===== config.mk =====
export PLATFORM = sky130hd
export DESIGN_NAME = leb128_varint_decoder_core
export DESIGN_NICKNAME = d
export VERILOG_FILES = /design/src/hw/rtl/leb_pkg.sv /design/src/hw/rtl/leb_queue.sv /design/src/hw/rtl/leb_front.sv /design/src/hw/rtl/leb_back.sv /design/src/hw/rtl/leb128_varint_decoder_core.sv
export SDC_FILE = /design/constraint.sdc
export NUM_CORES = 1
export LEC_CHECK = 0
export ABC_CLOCK_PERIOD_IN_PS = 5800
export BUFFER_PORTS_ARGS = -buffer_cell sky130_fd_sc_hd__buf_2
export CAP_MARGIN = 30
export CORE_MARGIN = 5
export CORE_UTILIZATION = 58
export DETAILED_ROUTE_END_ITERATION = 6
export PLACE_DENSITY = 0.8
export SLEW_MARGIN = 5
export SYNTH_ARGS = -nofsm -noshare
export SYNTH_HDL_FRONTEND = slang
export SYNTH_SLANG_ARGS = --single-unit

===== constraint.sdc =====
create_clock -name clk -period 5.8 [get_ports clk]
set_input_delay 1.16 -clock clk [delete_from_list [all_inputs] [get_ports clk]]
set_output_delay 1.16 -clock clk [all_outputs]
set_load 0.1 [all_outputs]

===== src/hw/rtl/leb_pkg.sv =====
package leb_pkg;

  localparam int MAX_BYTES  = 10;
  localparam int IDX_W      = 4;
  localparam int PAYLOAD_W  = 7;
  localparam int VALUE_W    = 64;
  localparam int COUNT_W    = 4;
  localparam int SHIFT_W    = 7;
  localparam int OVF_SHIFT  = 63;
  localparam int QDEPTH     = 2;
  localparam int QPTR_W     = $clog2(QDEPTH);
  localparam int QCNT_W     = $clog2(QDEPTH + 1);
  localparam int OUT_DATA_W = ((VALUE_W + COUNT_W + 7) / 8) * 8;

  // One classified byte as it travels from the front to the back.
  typedef struct packed {
    logic                 last;
    logic                 cont;
    logic [PAYLOAD_W-1:0] payload;
  } leb_item_t;

  // Handshake between the queue and the back.
  typedef struct packed {
    logic      valid;
    leb_item_t item;
  } leb_qout_t;

endpackage


===== src/hw/rtl/leb_queue.sv =====
module leb_queue (
  input  logic              clk,
  input  logic              rst,
  input  logic              push,
  input  leb_pkg::leb_item_t push_item,
  output logic              full,
  input  logic              pop,
  output leb_pkg::leb_qout_t head
);

  leb_pkg::leb_item_t                 mem [leb_pkg::QDEPTH];
  logic [leb_pkg::QPTR_W-1:0]         wr_ptr;
  logic [leb_pkg::QPTR_W-1:0]         rd_ptr;
  logic [leb_pkg::QCNT_W-1:0]         count;
  logic                               do_push;
  logic                               do_pop;

  assign full    = (count == leb_pkg::QCNT_W'(leb_pkg::QDEPTH));
  assign do_push = push && !full;
  assign do_pop  = pop && (count != '0);

  assign head.valid = (count != '0);
  assign head.item  = mem[rd_ptr];

  always_ff @(posedge clk) begin
    if (do_push) begin
      mem[wr_ptr] <= push_item;
    end
  end

  always_ff @(posedge clk) begin
    if (rst) begin
      wr_ptr <= '0;
      rd_ptr <= '0;
      count  <= '0;
    end else begin
      if (do_push) begin
        wr_ptr <= (wr_ptr == leb_pkg::QPTR_W'(leb_pkg::QDEPTH - 1)) ? '0 : wr_ptr + 1'b1;
      end
      if (do_pop) begin
        rd_ptr <= (rd_ptr == leb_pkg::QPTR_W'(leb_pkg::QDEPTH - 1)) ? '0 : rd_ptr + 1'b1;
      end
      if (do_push && !do_pop) begin
        count <= count + 1'b1;
      end else if (do_pop && !do_push) begin
        count <= count - 1'b1;
      end
    end
  end

endmodule


===== src/hw/rtl/leb_front.sv =====
module leb_front (
  input  logic               clk,
  input  logic               rst,
  input  logic               in_valid,
  output logic               in_ready,
  input  logic [7:0]         in_byte,
  input  logic               in_last,
  input  logic               pop,
  output leb_pkg::leb_qout_t head
);

  leb_pkg::leb_item_t item;
  logic               full;

  // Bit 7 marks a continuing byte; the low seven bits carry payload.
  assign item.cont    = in_byte[7];
  assign item.payload = in_byte[leb_pkg::PAYLOAD_W-1:0];
  assign item.last    = in_last;
  assign in_ready     = !full;

  leb_queue u_queue (
    .clk       (clk),
    .rst       (rst),
    .push      (in_valid),
    .push_item (item),
    .full      (full),
    .pop       (pop),
    .head      (head)
  );

endmodule


===== src/hw/rtl/leb_back.sv =====
module leb_back (
  input  logic                                clk,
  input  logic                                rst,
  input  logic                                cfg_we,
  input  logic                                cfg_wdata,
  input  leb_pkg::leb_qout_t                  head,
  output logic                                pop,
  output logic                                out_valid,
  input  logic                                out_ready,
  output logic [leb_pkg::VALUE_W-1:0]         out_value,
  output logic [leb_pkg::COUNT_W-1:0]         out_count,
  output logic                                out_err
);

  logic                         signed_mode;
  logic [leb_pkg::VALUE_W-1:0]  accumulator;
  logic [leb_pkg::IDX_W-1:0]    byte_index;

  logic [leb_pkg::SHIFT_W-1:0]  shift;
  logic [leb_pkg::SHIFT_W-1:0]  after;
  logic [leb_pkg::VALUE_W-1:0]  merged;
  logic [leb_pkg::VALUE_W-1:0]  sext_mask;
  logic                         stray;
  logic                         overflow;
  logic                         finish_ok;
  logic                         finish_err;
  logic [leb_pkg::IDX_W-1:0]    idx_inc;

  assign shift   = leb_pkg::SHIFT_W'({3'b000, byte_index} * leb_pkg::SHIFT_W'(7));
  assign after   = shift + leb_pkg::SHIFT_W'(7);
  assign idx_inc = byte_index + 1'b1;
  assign merged  = accumulator
                 | ({{(leb_pkg::VALUE_W - leb_pkg::PAYLOAD_W){1'b0}}, head.item.payload}
                    << shift);

  always_comb begin
    sext_mask = '0;
    if (signed_mode && head.item.payload[leb_pkg::PAYLOAD_W-1] &&
        (after < leb_pkg::SHIFT_W'(leb_pkg::VALUE_W))) begin
      sext_mask = {leb_pkg::VALUE_W{1'b1}} << after;
    end
  end

  assign stray      = (byte_index >= leb_pkg::IDX_W'(leb_pkg::MAX_BYTES));
  assign overflow   = (shift >= leb_pkg::SHIFT_W'(leb_pkg::OVF_SHIFT)) &&
                      (head.item.payload > leb_pkg::PAYLOAD_W'(1));
  assign finish_ok  = !stray && !overflow && !head.item.cont;
  assign finish_err = stray || overflow ||
                      (head.item.cont &&
                       ((idx_inc >= leb_pkg::IDX_W'(leb_pkg::MAX_BYTES)) || head.item.last));

  assign pop = head.valid && (!out_valid || out_ready);

  always_ff @(posedge clk) begin
    if (rst) begin
      signed_mode <= 1'b0;
    end else if (cfg_we) begin
      signed_mode <= cfg_wdata;
    end
  end

  always_ff @(posedge clk) begin
    if (rst) begin
      accumulator <= '0;
      byte_index  <= '0;
      out_valid   <= 1'b0;
    end else begin
      if (pop && (finish_ok || finish_err)) begin
        out_valid <= 1'b1;
      end else if (out_ready) begin
        out_valid <= 1'b0;
      end
      if (pop) begin
        if (finish_ok || finish_err) begin
          accumulator <= '0;
          byte_index  <= '0;
        end else begin
          accumulator <= merged;
          byte_index  <= idx_inc;
        end
      end
    end
  end

  always_ff @(posedge clk) begin
    if (pop && (finish_ok || finish_err)) begin
      out_value <= finish_ok ? (merged | sext_mask) : '0;
      out_count <= finish_ok ? idx_inc : '0;
      out_err   <= !finish_ok;
    end
  end

endmodule


===== src/hw/rtl/leb128_varint_decoder_core.sv =====
// A terminating byte passes the queue; the back end registers the result with tvalid.
// One byte per cycle is taken unless m_axis_tready stalls the single accumulate step.
// A two-entry queue between front and back lets either side stall without losing a byte.
// Reset is synchronous and active high; it empties the queue, clears the accumulator,
// the byte count and the output valid, and returns the mode register to unsigned.
module leb128_varint_decoder_core (
  input  logic                           clk,
  input  logic                           rst,
  input  logic                           cfg_we,
  input  logic                           cfg_wdata,      // signed_mode
  input  logic                           s_axis_tvalid,
  output logic                           s_axis_tready,
  input  logic [7:0]                     s_axis_tdata,   // data_byte
  input  logic                           s_axis_tlast,   // buffer_end
  output logic                           m_axis_tvalid,
  input  logic                           m_axis_tready,
  output logic [leb_pkg::OUT_DATA_W-1:0] m_axis_tdata,   // decoded_value, bytes_used, zeros
  output logic                           m_axis_tuser    // decode_error
);

  leb_pkg::leb_qout_t               head;
  logic                             pop;
  logic [leb_pkg::VALUE_W-1:0]      out_value;
  logic [leb_pkg::COUNT_W-1:0]      out_count;

  leb_front u_front (
    .clk      (clk),
    .rst      (rst),
    .in_valid (s_axis_tvalid),
    .in_ready (s_axis_tready),
    .in_byte  (s_axis_tdata),
    .in_last  (s_axis_tlast),
    .pop      (pop),
    .head     (head)
  );

  leb_back u_back (
    .clk       (clk),
    .rst       (rst),
    .cfg_we    (cfg_we),
    .cfg_wdata (cfg_wdata),
    .head      (head),
    .pop       (pop),
    .out_valid (m_axis_tvalid),
    .out_ready (m_axis_tready),
    .out_value (out_value),
    .out_count (out_count),
    .out_err   (m_axis_tuser)
  );

  assign m_axis_tdata = {{(leb_pkg::OUT_DATA_W - leb_pkg::VALUE_W - leb_pkg::COUNT_W){1'b0}},
                         out_count, out_value};

endmodule


# --- Word-level counts from Yosys, hierarchy flattened ---
# Memory sizes are Yosys's and may differ from the RTL's. A register that Yosys moved wholly into a read port is not among the register bits.
# Cells that the tools add are included.
totals:
  reg_bits: 143
  latchBits: 0
  mem_bits_rw: 18
  rom_bits: 0
  out_inout_bits: 75
  mem_count: 1
mem_list:
  columns: ["memory", "depth", "word_bits", "read_ports", "rd_ports_with_merged_regs", "write_ports", "line_no", "text"]
  rows:
  - ["u_front.u_queue.mem", 2, 9, 1, 1, 1, "leb_queue.sv:11", "leb_pkg::leb_item_t mem [leb_pkg::QDEPTH];"]
classes:
  addsub: 6
  n_mul: 1
  n_div: 0
  magnitude_cmp: 5
  eq_ne: 1
  shifts: 2
  n_mux: 13
  n_bitwise: 2
  n_reduce_logical: 28
op_table:
  columns: ["operator", "count"]
  rows:
  - ["two-way mux 64 bit", 2]
  - ["OR 64 bit", 2]
  - ["left shift 64 x 7 -> 64 bit, first input constant", 1]
  - ["left shift 7 x 7 -> 64 bit", 1]
  - ["logical AND 1 bit", 12]
  - [">= comparator 4 bit, second input constant", 2]
  - ["zero test 1 bit", 8]
  - ["two-way mux 1 bit", 8]
  - ["adder 7 x 3 -> 7 bit, second input constant", 1]
  - [">= comparator 7 x 6 -> 1 bit, second input constant", 1]
  - ["> comparator 7 x 1 -> 1 bit, second input constant", 1]
  - ["less-than comparator 7 bit, second input constant", 1]
  - ["multiplier 4 x 3 -> 7 bit, second input constant", 1]
  - ["nonzero test 2 bit", 3]
  - ["logical OR 1 bit", 5]
  - ["adder 4 x 1 -> 4 bit, second input constant", 1]
  - ["two-way mux 2 bit", 2]
  - ["two-way mux 4 bit", 1]
  - ["adder 1 bit, second input constant", 2]
  - ["adder 2 x 1 -> 2 bit, second input constant", 1]
  - ["equality test 2 bit, second input constant", 1]
  - ["subtractor 2 x 1 -> 2 bit, second input constant", 1]

# --- Depth between registers and ports, before layout ---
# Gate-level depths: netlist of the first run.
logic_depth:
  word_depth: 9
  ltp_mapped: 13
  ltp_nobuf: 10

# --- Modules after synthesis ---
# From an unflattened synthesis of the first run, not the netlist that was laid out.
hier_totals:
  cells_unflattened: 720
  area_unflattened_um2: 7269.5
by_module_without_submodules:
  columns: ["mod", "n_inst", "cells_per_inst", "area_per_inst_um2", "seq_area_each_um2"]
  rows:
  - ["leb_back", 1, 661, 6364.9, 3473.3]
  - ["leb_queue", 1, 53, 867.1, 640.6]
  - ["leb128_varint_decoder_core", 1, 5, 33.8, 0.0]
  - ["leb_front", 1, 1, 3.8, 0.0]

# --- Worst setup path before layout of the first run ---
# Ideal clock, no wire load.
synth_path:
  kind: "register -> register"
  startpoint: "register u_back.byte_index[3] in the netlist's numbering"
  endpoint: "register u_back.out_count[0] in the netlist's numbering, enable pin"
  setup_ns: 0.423
  arrival_ns: 4.222
  path_slack_ns: 1.156
  stages_incl_launch_ff: 11
  path_buffers: 1
  period_less_slack_ns: 4.644
  cell_sequence: "dfxtp_1 clkbuf_1 clkinv_1 fa_1 fa_1 xnor2_1 nand2_1 o311ai_0 and3_1 o21ai_0 inv_1"
synth_via:
  elab_chain_len: 8
  word_cells_on_any_way: 16
  classes_between: "add/sub: 1; mul: 1; order compare: 3; reduce/logical: 11"
synth_lines:
  columns: ["element", "line_no", "text"]
  rows:
  - ["start, declared", "leb_back.sv:17", "logic [leb_pkg::IDX_W-1:0] byte_index;"]
  - ["start signal, assigned", "leb_back.sv:79", "byte_index <= idx_inc;"]
  - ["multiplier 4 x 3 -> 7 bit", "leb_back.sv:29", "assign shift = leb_pkg::SHIFT_W'({3'b000, byte_index} * leb_pkg::SHIFT_W'(7));"]
  - [">= comparator 7 x 6 -> 1 bit", "leb_back.sv:45", "assign overflow = (shift >= leb_pkg::SHIFT_W'(leb_pkg::OVF_SHIFT)) &&"]
  - ["logical AND 1 bit", "leb_back.sv:45", null]
  - ["zero test 1 bit", "leb_back.sv:47", "assign finish_ok = !stray && !overflow && !head.item.cont;"]
  - ["logical AND 1 bit (2 in a row)", "leb_back.sv:47", null]
  - ["logical OR 1 bit (*)", "leb_back.sv:86", "if (pop && (finish_ok || finish_err)) begin"]
  - ["logical AND 1 bit (*)", "leb_back.sv:86", null]
  - ["end signal, assigned", "leb_back.sv:88", "out_count <= finish_ok ? idx_inc : '0;"]
  - ["end, declared", "leb_back.sv:11", "output logic [leb_pkg::COUNT_W-1:0] out_count,"]
# Mark *: on every way between the ends. The rest lies on a longest branch, timed or not.
# A chain may end at the register's enable or synchronous reset.

# --- Worst setup path after layout of the first run ---
layout_path:
  startpoint: "register u_back.byte_index[2] in the netlist's numbering"
  endpoint: "register u_back.out_value[25] in the netlist's numbering (data pin)"
layout_via:
  elab_chain_len: 6
  word_cells_on_any_way: 16
  classes_between: "add/sub: 1; mul: 1; order compare: 3; shift: 2; mux: 1; bitwise: 2; reduce/logical: 6"
layout_lines:
  columns: ["element", "line_no", "text"]
  rows:
  - ["branches (longest 6 deep; another with multiplier 4 x 3 -> 7 bit)", null, null]
  - ["end signal, assigned", "leb_back.sv:87", "out_value <= finish_ok ? (merged | sext_mask) : '0;"]
  - ["end, declared", "leb_back.sv:10", "output logic [leb_pkg::VALUE_W-1:0] out_value,"]
# Parallel ways; which one is timed is not known.

==> results of run 1 <==
## logic make-up (layout without fill, tap and decap cells)
family,after synthesis,count (layout),synth area share [%]
compound gates,246,246,18.1
xor+xnor,16,16,1.94
fa+ha+maj,20,20,3.89
buf+inv,69,142,4.46
flops,162,162,57.0
mux,8,8,1.23
other cells,1,4,0.0520
simple gates,205,205,13.3
## cell type report
class	count	area, um^2	area share, %
clock buffer	21	460	5.57
clock inverter	11	105	1.27
inverter	17	63.8	0.772
multi-input combinational	499	2810	34.1
sequential	162	4110	49.8
tap	168	210	2.54
timing repair buffer	93	493	5.97
## critical path, cell delays in order, from the launching register on
cell      delay, ps
dfxtp_1         680
inv_1           280
fa_1            560
fa_1            510
xor2_1          190
or3_4           400
or4_4           510
a21oi_4         610
buf_4           390
o211ai_1        140
a21oi_1         190
## synthesized netlist by cell type, drive strengths merged (2+ instances only)
cell type	instances	share of area [%]
a21oi	187	13
mux2	7	1.1
nor2b	4	0.35
or3	4	0.42
a31oi	7	0.61
nand2b	6	0.52
o31ai	2	0.21
inv	16	0.83
nor3	19	1.3
nor4	4	0.35
and2	3	0.26
and3	12	1.0
nand4	7	0.61
edfxtp	87	36
clkbuf	30	1.6
nand3	20	1.4
xor2	5	0.61
dfxtp	75	21
o21a	2	0.21
fa	4	1.1
buf	22	2.0
xnor2	11	1.3
a211oi	2	0.21
nor2	97	5.0
o21ai	31	2.2
o211ai	7	0.73
ha	16	2.8
nand2	25	1.3
## state kept, by name, indices dropped and copies added (netlist names), named ones only
signal / count
u_front.u_queue.rd_ptr: 1
u_back.out_err: 1
u_front.u_queue.count: 2
u_back.out_valid: 1
u_back.out_value: 64
u_back.accumulator: 64
u_back.byte_index: 4
u_front.u_queue.mem: 18
u_back.signed_mode: 1
u_front.u_queue.wr_ptr: 1
u_back.out_count: 4
## through the flow
stage	utilization (%)	std cells	instance area (um^2)
final	68.2	971	8260
after global routing	68.2	971	8260
after CTS	68.1	969	8250
after detailed placement	63.5	937	7680
after global placement	63.5	937	7680
after floorplan	-	730	7220
## worst paths after layout
kind / from / end / slack (ps) / depth (start not counted)
min: u_back.accumulator[33]$_SDFFE_PP0P_ / u_back.accumulator[33]$_SDFFE_PP0P_ / 470 / 2
min reg2reg: u_back.accumulator[33]$_SDFFE_PP0P_ / u_back.accumulator[33]$_SDFFE_PP0P_ / 470 / 2
max reg2reg: u_back.byte_index[2]$_SDFFE_PP0P_ / u_back.out_value[25]$_SDFFCE_PN0P_ / 1160 / 10
max: u_back.byte_index[2]$_SDFFE_PP0P_ / u_back.out_value[25]$_SDFFCE_PN0P_ / 1160 / 10
## layer usage
| layer | wire (um) | vias to the layer above |
|---|---|---|
| met5 | 0 | - |
| met1 | 7150 | 2767 |
| met4 | 682 | 0 |
| li1 | - | 2729 |
| met3 | 1620 | 56 |
| met2 | 8730 | 362 |
==> results.yml, run 1 <==
placement:
  gp_congestion: 0.934
  dp_slack_ps: 1240
  post-dp-hpwl_um: 12100
  port_buffers: 85
global_route:
  use_met1_pct: 32.4
  antenna_found_initial: 0
  grt_max_degree: 70
  grtUsageMet2_pct: 40.8
  gr-total-overflow: 0
  grt_util_met3_pct: 4.71
  grt_pass1_wl_um: 29000
  grt.total_usage_pct: 25.1
  grt.busiest_layer: "met2"
  grt_pass1_vias: 5665
yosys:
  synth_cell_types: 49
  ys_ff_latch: 162
  async_flop_share_pct: 0
  seq_area_frac_synth_pct: 57.0
  synth_edf_count: 87
  synth_ff_type: "edfxtp_1"
  netlist_area_um2: 7210
  avgSynthCellArea_um2: 9.92
  syn_inst: 727
  ys_warn_count: 0
sta:
  worst_pin_slew_ps: 1010
  slew_viol_final: 0
  max_freq_ghz: 0.215
  finalClockSkew_ps: 9.03
  fin_crit_ps: 4640
  period_share_pct: 80.0
  holdWs_ps: 468
  maxSlewHeadroom_pct: 32.2
  final_hold_viol_count: 0
  layout_setup_ws_ps: 1160
  finalSetupTns_ps: 0
  final-setup-viol-count: 0
  rsz0062_at_grt: "no"
die:
  die_area_um2: 14800
  fp.dieW_um: 122
  num_rows: 40
  initial_core_util_pct: 59.5
  design.core.area_um2: 12100
  ios: 90
  fp.dieH_um: 122
detailed_routing:
  viasPerCell: 6.09
  firstDrtPassIters: 6
  initialDrtViolationCount: 865
  postRouteAntennaNets: 0
  wirelength_um: 18200
  dr_total_vias: 5914
  drc: 0
  avgRoutedWirePerCell_um: 18.7
clock_network:
  postCtsHoldBufs: 0
  ctsLongestPathBuffers: 2
  ctsResizeCount: 0
  path_clk_slew_ps: 60
  cts_root_buf: "clkbuf_16"
  clock_latency_ps: 420
  cts.sinks: 162
  cts_tree: "yes"
  htree_levels: 4
  postCtsSetupRepairBufs: 0
  numCtsBuffers: 17
critical_path:
  cp_max_fo: 32
  required_ps: 6040
  start_kind: "register"
  worstSetupPathType: "reg -> reg"
  end_kind: "register"
  worstPathArrival_ps: 4880
layout:
  final_cell_mix: "186 x a21oi_1, 97 x nor2_1, 87 x edfxtp_1"
  final_common_cell: "a21oi_1"
  areaGrowthSynthToFinish_pct: 14.5
  n_fill_cell: 927
  diodes: 0
  fin_nets: 825
  drive_above_1_share_pct: 17.2
outcome:
  outcome: "finished, final reports clean"
flow_run:
  cap_violations: 0
worst_hold_path:
  hold_path_class: "reg -> reg"
Power of run 1 is not shown: default switching activity piles up to over one toggle a cycle in this logic, so the estimate is an artifact.
==> run 2: changes to the inputs <==
--- a/config.mk
+++ b/config.mk
@@ -5,7 +5,7 @@
 export SDC_FILE = /design/constraint.sdc
 export NUM_CORES = 1
 export LEC_CHECK = 0
-export ABC_CLOCK_PERIOD_IN_PS = 5800
+export ABC_CLOCK_PERIOD_IN_PS = 4500
 export BUFFER_PORTS_ARGS = -buffer_cell sky130_fd_sc_hd__buf_2
 export CAP_MARGIN = 30
 export CORE_MARGIN = 5
==> constraint.sdc (replaced) <==
create_clock -name clk -period 4.5 [get_ports clk]
set_input_delay 0.9 -clock clk [delete_from_list [all_inputs] [get_ports clk]]
set_output_delay 0.9 -clock clk [all_outputs]
set_load 0.1 [all_outputs]
==> results.yml, run 2 (synthesis results as in run 1) <==
die:
  fp.dieH_um: 122
  initial_core_util_pct: 59.5
  num_rows: 40
  fp.dieW_um: 122
  design.core.area_um2: 12100
  die_area_um2: 14800
  ios: 90
critical_path:
  cp.buffers_inverters: 2
  cp_max_fo: 26
  crit_family: "adder cells"
  worstSetupPathType: "reg -> reg"
  critPathMostFrequentCell: "fa_1"
  r2r-start: "u_back.byte_index[1]$_SDFFE_PP0P_"
  required_ps: 4770
  end_kind: "register"
  startpoint: "u_back.byte_index[1]$_SDFFE_PP0P_"
  max_stage_delay_ps: 570
  crit_slowest_cell: "dfxtp_1"
  path_cells: "inv_1 > fa_1 > fa_1 > xor2_1 > or3_4 > or4_4 > a21oi_4 > buf_4 > o21ai_0 > a21oi_1"
  worstReg2RegEnd: "u_back.out_value[40]$_SDFFCE_PN0P_"
  worstPathArrival_ps: 4390
  start_kind: "register"
  worst-r2r-setup-slack_ps: 380
  r2r_cells: 10
global_route:
  grt_pass1_vias: 5795
  grt_pass1_wl_um: 29500
  grt.total_usage_pct: 25.9
  gr-total-overflow: 0
  antenna_found_initial: 0
  grt_max_degree: 43
detailed_routing:
  viasPerCell: 6.08
  firstDrtPassIters: 6
  drc: 0
  dr_total_vias: 5965
  initialDrtViolationCount: 862
  postRouteAntennaNets: 0
  avgRoutedWirePerCell_um: 19.2
  wirelength_um: 18800
clock_network:
  cts_tree: "yes"
  numCtsBuffers: 17
  ctsResizeCount: 0
  cts.sinks: 162
  clock_latency_ps: 430
  postCtsHoldBufs: 0
  cts_root_buf: "clkbuf_16"
  path_clk_slew_ps: 60
  postCtsSetupRepairBufs: 0
  ctsLongestPathBuffers: 2
  htree_levels: 4
layout:
  n_fill_cell: 932
  final_cell_mix: "186 x a21oi_1, 97 x nor2_1, 87 x edfxtp_1"
  final_common_cell: "a21oi_1"
  areaGrowthSynthToFinish_pct: 17.0
  drive_above_1_share_pct: 18.3
  final_core_util_pct: 69.7
  diodes: 0
  final_area_um2: 8440
  fin_nets: 835
  final_cells: 981
  reg.largest.list: "u_back.accumulator (64), u_back.out_value (64), u_front.u_queue.mem (18)"
placement:
  dp.cells: 949
  gp_congestion: 0.940
  post-dp-hpwl_um: 12300
  dpl-instance-area_um2: 7800
  port_buffers: 85
sta:
  slew_viol_final: 0
  finalSetupTns_ps: 0
  max_freq_ghz: 0.242
  fin_crit_ps: 4120
  period_share_pct: 91.7
  worst_pin_slew_ps: 955
  final_hold_viol_count: 0
  final-setup-viol-count: 0
  maxSlewHeadroom_pct: 35.9
  finalClockSkew_ps: 8.96
  rsz0062_at_grt: "no"
flow_run:
  cap_violations: 0
worst_hold_path:
  holdPathStages: 2
  hold_path_class: "reg -> reg"
  hp-start: "u_back.accumulator[59]$_SDFFE_PP0P_"
  hold_end: "u_back.accumulator[59]$_SDFFE_PP0P_"
outcome:
  outcome: "finished, final reports clean"
==> run 2: worst max path at each step <==
stage          slack [ps]  cells past startpoint                                  to
3_3_place_gp          690                     10  u_back.out_value[24]$_SDFFCE_PN0P_
5_1_grt               250                     10  u_back.out_value[40]$_SDFFCE_PN0P_
6_report              380                     10  u_back.out_value[40]$_SDFFCE_PN0P_
3_5_place_dp          550                     10   u_back.out_value[1]$_SDFFCE_PN0P_
2_1_floorplan           9                     11   u_back.out_count[0]$_SDFFCE_PN0P_
4_1_cts               460                     10  u_back.out_value[40]$_SDFFCE_PN0P_
==> run 2: cell type report <==
class                      instances  area, um^2  area share (%)
tap                              168         210            2.49
clock inverter                    10         148            1.75
sequential                       162        4110            48.8
multi-input combinational        499        2810            33.4
inverter                          17        67.6           0.801
clock buffer                      22         485            5.75
timing repair buffer             103         598            7.09
==> run 2: worst reg2reg max path, stage by stage (launching register included) <==
cell and delay, ps:
dfxtp_1 570, inv_1 140, fa_1 540, fa_1 530, xor2_1 190, or3_4 390
or4_4 500, a21oi_4 380, buf_4 340, o21ai_0 180, a21oi_1 200
==> run 2: metrics by stage <==
step / hold slack (ps) / setup slack (ps)
global placement: 448 / 691
finish: 471 / 375
global route: 484 / 251
detailed placement: 456 / 548
CTS: 472 / 456
floorplan: 437 / 8.74
==> run 2: metal layers <==
layer / track usage, % / wire length (um) / vias up / part of all wire [%]
met5: 0 / 0 / - / 0
met1: 32.7 / 7260 / 2802 / 39
met4: 13.4 / 768 / 0 / 4.1
met2: 41.4 / 9150 / 349 / 49
li1: - / - / 2749 / -
met3: 6.15 / 1660 / 65 / 8.8
Power of run 2 is left out for the same reason.
